[src/tlpff_pkg.sv]
// Shared types and constants of the two-level page fault filler.
// Used by the channel interfaces, the controller, the datapath and the top level.
package tlpff_pkg;

    localparam int IDX_W   = 10;
    localparam int FRAME_W = 20;
    localparam int ENTRY_W = 32;

    // Operation codes of an input item.
    localparam logic OP_FILL      = 1'b0;
    localparam logic OP_TRANSLATE = 1'b1;

    // Configuration register index, taken from paddr[2].
    localparam logic REG_TABLE_FRAME_BASE = 1'b0;

    localparam logic [11:0]        FLAGS_PRESENT_RW = 12'h003;
    localparam logic [ENTRY_W-1:0] ENTRY_ABSENT     = 32'h0000_0002;
    localparam logic [FRAME_W-1:0] RESET_BASE       = 20'd512;
    localparam logic [ENTRY_W-1:0] RESET_DIR0       = {RESET_BASE, FLAGS_PRESENT_RW};

    typedef enum logic [3:0] {
        S_INIT,
        S_IDLE,
        S_DIR_RD,
        S_EVAL,
        S_CLEAR,
        S_MAP,
        S_TBL_RD,
        S_TBL_CAP,
        S_DONE
    } t_state;

    // Commands from the controller to the datapath.
    typedef struct packed {
        logic init_wr;
        logic capture;
        logic dir_rd;
        logic eval;
        logic clr_wr;
        logic map_wr;
        logic tbl_rd;
        logic te_cap;
        logic out_load;
        logic cnt_clr;
        logic cnt_inc;
    } t_cmd;

    // Status from the datapath to the controller.
    typedef struct packed {
        logic cnt_last;
        logic present;
        logic in_window;
        logic fill;
        logic out_free;
    } t_stat;

endpackage

[src/tlpff_ctrl.sv]
// Controller state machine of the page fault filler.
// Depends on tlpff_pkg for the state type and the command and status structs.
module tlpff_ctrl (
    input  logic             i_clk,
    input  logic             i_rst_n,
    input  logic             i_in_valid,
    output logic             o_in_ready,
    input  tlpff_pkg::t_stat i_stat,
    output tlpff_pkg::t_cmd  o_cmd
);

    tlpff_pkg::t_state r_state;
    tlpff_pkg::t_state n_state;

    always_ff @(posedge i_clk) begin
        if (!i_rst_n) begin
            r_state <= tlpff_pkg::S_INIT;
        end else begin
            r_state <= n_state;
        end
    end

    always_comb begin
        n_state    = r_state;
        o_cmd      = '0;
        o_in_ready = 1'b0;
        case (r_state)
            tlpff_pkg::S_INIT: begin
                // Reset pass: directory defaults and the identity table in slot 0.
                o_cmd.init_wr = 1'b1;
                o_cmd.cnt_inc = 1'b1;
                if (i_stat.cnt_last) begin
                    n_state = tlpff_pkg::S_IDLE;
                end
            end
            tlpff_pkg::S_IDLE: begin
                o_in_ready    = 1'b1;
                o_cmd.capture = i_in_valid;
                if (i_in_valid) begin
                    n_state = tlpff_pkg::S_DIR_RD;
                end
            end
            tlpff_pkg::S_DIR_RD: begin
                o_cmd.dir_rd = 1'b1;
                n_state      = tlpff_pkg::S_EVAL;
            end
            tlpff_pkg::S_EVAL: begin
                o_cmd.eval    = 1'b1;
                o_cmd.cnt_clr = 1'b1;
                if (i_stat.present) begin
                    if (!i_stat.in_window) begin
                        n_state = tlpff_pkg::S_DONE;
                    end else if (i_stat.fill) begin
                        n_state = tlpff_pkg::S_MAP;
                    end else begin
                        n_state = tlpff_pkg::S_TBL_RD;
                    end
                end else if (i_stat.fill && i_stat.in_window) begin
                    n_state = tlpff_pkg::S_CLEAR;
                end else begin
                    n_state = tlpff_pkg::S_DONE;
                end
            end
            tlpff_pkg::S_CLEAR: begin
                o_cmd.clr_wr  = 1'b1;
                o_cmd.cnt_inc = 1'b1;
                if (i_stat.cnt_last) begin
                    n_state = tlpff_pkg::S_MAP;
                end
            end
            tlpff_pkg::S_MAP: begin
                o_cmd.map_wr = 1'b1;
                n_state      = tlpff_pkg::S_DONE;
            end
            tlpff_pkg::S_TBL_RD: begin
                o_cmd.tbl_rd = 1'b1;
                n_state      = tlpff_pkg::S_TBL_CAP;
            end
            tlpff_pkg::S_TBL_CAP: begin
                o_cmd.te_cap = 1'b1;
                n_state      = tlpff_pkg::S_DONE;
            end
            tlpff_pkg::S_DONE: begin
                if (i_stat.out_free) begin
                    o_cmd.out_load = 1'b1;
                    n_state        = tlpff_pkg::S_IDLE;
                end
            end
            default: begin
                n_state = tlpff_pkg::S_INIT;
            end
        endcase
    end

endmodule

[config.mk]
export PLATFORM = sky130hd
export DESIGN_NAME = tlpff_ctrl
export DESIGN_NICKNAME = d
export VERILOG_FILES = /design/src/tlpff_pkg.sv /design/src/tlpff_ctrl.sv
export SDC_FILE = /design/constraint.sdc
export NUM_CORES = 1
export LEC_CHECK = 0
export ABC_AREA = 1
export CORE_AREA = 2 2 41 43
export CTS_CLUSTER_SIZE = 20
export DETAILED_ROUTE_END_ITERATION = 16
export DIE_AREA = 0 0 43 45
export DONT_BUFFER_PORTS = 1
export GPL_TIMING_DRIVEN = 0
export HOLD_SLACK_MARGIN = 0.06
export PLACE_DENSITY = 0.37
export SYNTH_ARGS = -nofsm -noshare
export SYNTH_HDL_FRONTEND = slang
export SYNTH_SLANG_ARGS = --single-unit
[constraint.sdc]
create_clock -name i_clk -period 1.1 [get_ports i_clk]
set_input_delay 0.22 -clock i_clk [delete_from_list [all_inputs] [get_ports i_clk]]
set_output_delay 0.22 -clock i_clk [all_outputs]
set_load 0.1 [all_outputs]
==> flow_summary.ini <==
[critical_path]
crit_family = simple AND/OR/NAND/NOR gates
cp-startpoint = r_state[3]$_SDFFE_PN0P_
timing.rr.start = r_state[3]$_SDFFE_PN0P_
cp_num_buf_inv = 2
slowest_stage = nor2_4
crit_type = register to output port
r2r_slack_ps = -450
rr_endpoint = r_state[0]$_SDFFE_PN0P_
reg2reg_depth = 9
required_ps = 880
cp.depth = 4
critPathMaxFanout = 5
crit_arrival_ps = 1550
path_cells = inv_8 -> nand2_8 -> nor2_4 -> buf_12
endpoint = o_cmd[7]
critPathMaxStageDelay_ps = 550
end_kind = output port
start_kind = register

[final_layout]
largest_register = r_state
antennaDiodeCount = 0
final-seq-area_sq_um = 95.1
final_nets = 92
reg_top3 = r_state x4
largest_register_ffs = 4
drive_above_1_share = 0.627
multiInputGateArea_sq_um = 380
syn_to_final_growth_pct = 116
nFillCells = 162

[yosys]
synth-seq-area-share = 0.233
yosys.area.top_type = dfxtp_1
synth_compound_area_frac = 0.0945
ys_top_cells_by_area = dfxtp_1 23%, nor2_1 17%, nand2_1 15%
yosysUniqueCellTypes = 14
syn_inst = 63
avgSynthCellArea_sq_um = 5.46
synth_top_family_by_area = simple AND/OR/NAND/NOR gates
synth.top_cell.area_share = 0.233
syn-cell-area_sq_um = 344
async_flop_share = 0
synth_xor_area_frac = 0
yosys_most_used_dff = dfxtp_1
synth_edf_count = 0
synthAdderAreaFrac = 0
synth_common_cells = 16 x nor2_1, 14 x nand2_1, 10 x inv_1
ys_ff_latch = 4
yosysWarnings = 0
synth_mux_area_frac = 0
synth-simple-area-share = 0.531
syn-num-nets = 71
yosysMostFrequentCell = nor2_1

[power]
clkPwrFrac = 0.160
swShare = 0.581
seq_power_share = 0.156
p_comb_frac = 0.684
cellLeakagePower_nw = 0.315
p_int_mw = 0.523
p_switching_mw = 0.724
power.density_mw_per_mm2 = 1670
vdd_drop_max_mv = 0.725

[route]
drt_iter0_markers = 1
wirelength_microns = 1120
drt_first_pass_iters = 3
vias = 453
wl_per_cell_microns = 11.3
ant_nets = 0
drcViolationCount = 0
vias_per_cell = 4.58

[timing]
rsz0062_at_grt = true
worst_slack_ps = -669
setup_viol = 16
fin_skew_ps = 6.20
fin_crit_sh = 1.61
fin_crit_ps = 1770
hold_slack_ps = 97.5
finalMaxSlewViolations = 0
tightestPinTransition_ps = 995
timing.fmax_mhz = 565
maxSlewHeadroom = 0.335
finalSetupTns_ps = -8190
finalHoldViolCount = 0

[status]
outcome = finished, violations left
violations = negative setup slack

[grt]
grt_overflow = 0
antenna_found_initial = 0
grt_pass1_vias = 427
grtUsageTotal = 0.124
grt_max_degree = 6
grt_pass1_wl_microns = 1690

[placed_design]
gp_congestion = 0.731
port_buffers = 0
hpwl_microns = 803

[floorplan]
std_cell_rows = 14
core-area_sq_mm = 0.00147
pin_count = 20
start_util = 0.234
die-area_sq_mm = 0.00194
die_width_microns = 43
die_h_microns = 45

[cts]
clk_pin_slew_worst_paths_ps = 40
htree_levels = 1
cts_buffers = 3
clkSinkCount = 4
cts_buffer_depth = 2
cts_root_buffer = clkbuf_4
cts_tree = yes
clock_latency_ps = 240

[hold_path]
hp-start = i_rst_n
min_path_type = input port to register

[run]
maxCapViolCount = 0
==> power groups by stage <==
stage,clock (mW),combinational [mW],sequential [mW]
after global placement,0,0.684,0.206
after floorplan,0,0.642,0.202
after global routing,0.216,0.894,0.197
after detailed placement,0,0.682,0.206
after CTS,0.209,0.809,0.193
final,0.199,0.853,0.194
==> cell usage in the layout, fill, tap and decap left out <==
cell | synthesis | layout
nor2_4 | 1 | 13
buf_4 | 1 | 11
nand2_1 | 14 | 10
inv_1 | 10 | 6
nor2_1 | 16 | 5
dfxtp_4 | 0 | 4
buf_6 | 0 | 4
inv_4 | 0 | 3
nand2_8 | 0 | 3
o21ai_0 | 5 | 3
clkbuf_4 | 0 | 3
nand2_4 | 0 | 2
nor2_2 | 3 | 2
o21ai_1 | 0 | 2
inv_8 | 0 | 1
clkinvlp_4 | 0 | 1
nor3_4 | 0 | 1
nand2_2 | 2 | 1
o211ai_1 | 1 | 1
nand3_1 | 1 | 1
nand3b_1 | 1 | 1
nor3_1 | 3 | 1
nor3_2 | 0 | 1
buf_12 | 0 | 1
clkbuf_1 | 0 | 1
buf_8 | 0 | 1
==> cells by family (layout without fill, tap and decap cells) <==
family	after synthesis	in the layout
compound gates	6	6
buf+inv	12	32
flops	4	4
simple gates	41	41
==> per-layer routing <==
metal  track usage  up-vias  wire [microns]
met5             0        -               0
li1              -      237               -
met2         0.218        9             629
met1         0.129      205             431
met3        0.0160        2              48
met4         0.109        0              10
==> how the worst min path moves through the flow <==
stage / endpoint / slack, ps / cells after the start
6_report: r_state[3]$_SDFFE_PN0P_ / 100 / 2
3_3_place_gp: r_state[0]$_SDFFE_PN0P_ / 360 / 2
4_1_cts: r_state[3]$_SDFFE_PN0P_ / 90 / 2
2_1_floorplan: r_state[3]$_SDFFE_PN0P_ / 340 / 2
3_5_place_dp: r_state[2]$_SDFFE_PN0P_ / 350 / 2
5_1_grt: r_state[3]$_SDFFE_PN0P_ / 110 / 2
==> metrics by stage <==
step                utilization  power [mW]  instances  setup WS [ps]  cell area [sq um]
floorplan                     -       0.844         63           -454                504
finish                    0.506        1.25         99           -669                744
detailed placement        0.356       0.888         79           -533                524
CTS                       0.472        1.21         97           -683                694
global route              0.506        1.31         99           -710                744
global placement          0.356       0.890         79           -543                524
==> cell type report <==
class	count	share of cell area
repair buffers	16	0.192
plain buffers	1	0.0269
well taps	16	0.0269
flip-flops and latches	4	0.128
multi-input cells	47	0.511
inverters	11	0.0807
clock buffers	4	0.0353
==> what timing repair did <==
action | 4_1_cts | 5_1_grt
setup endpoints to repair | 16 | 16
hold buffers | 0 | 0
setup buffers | 14 | 2
resized for setup | 12 | 7
pin swaps | 15 | 9
Note: power is estimated with default switching activity, not from simulation.
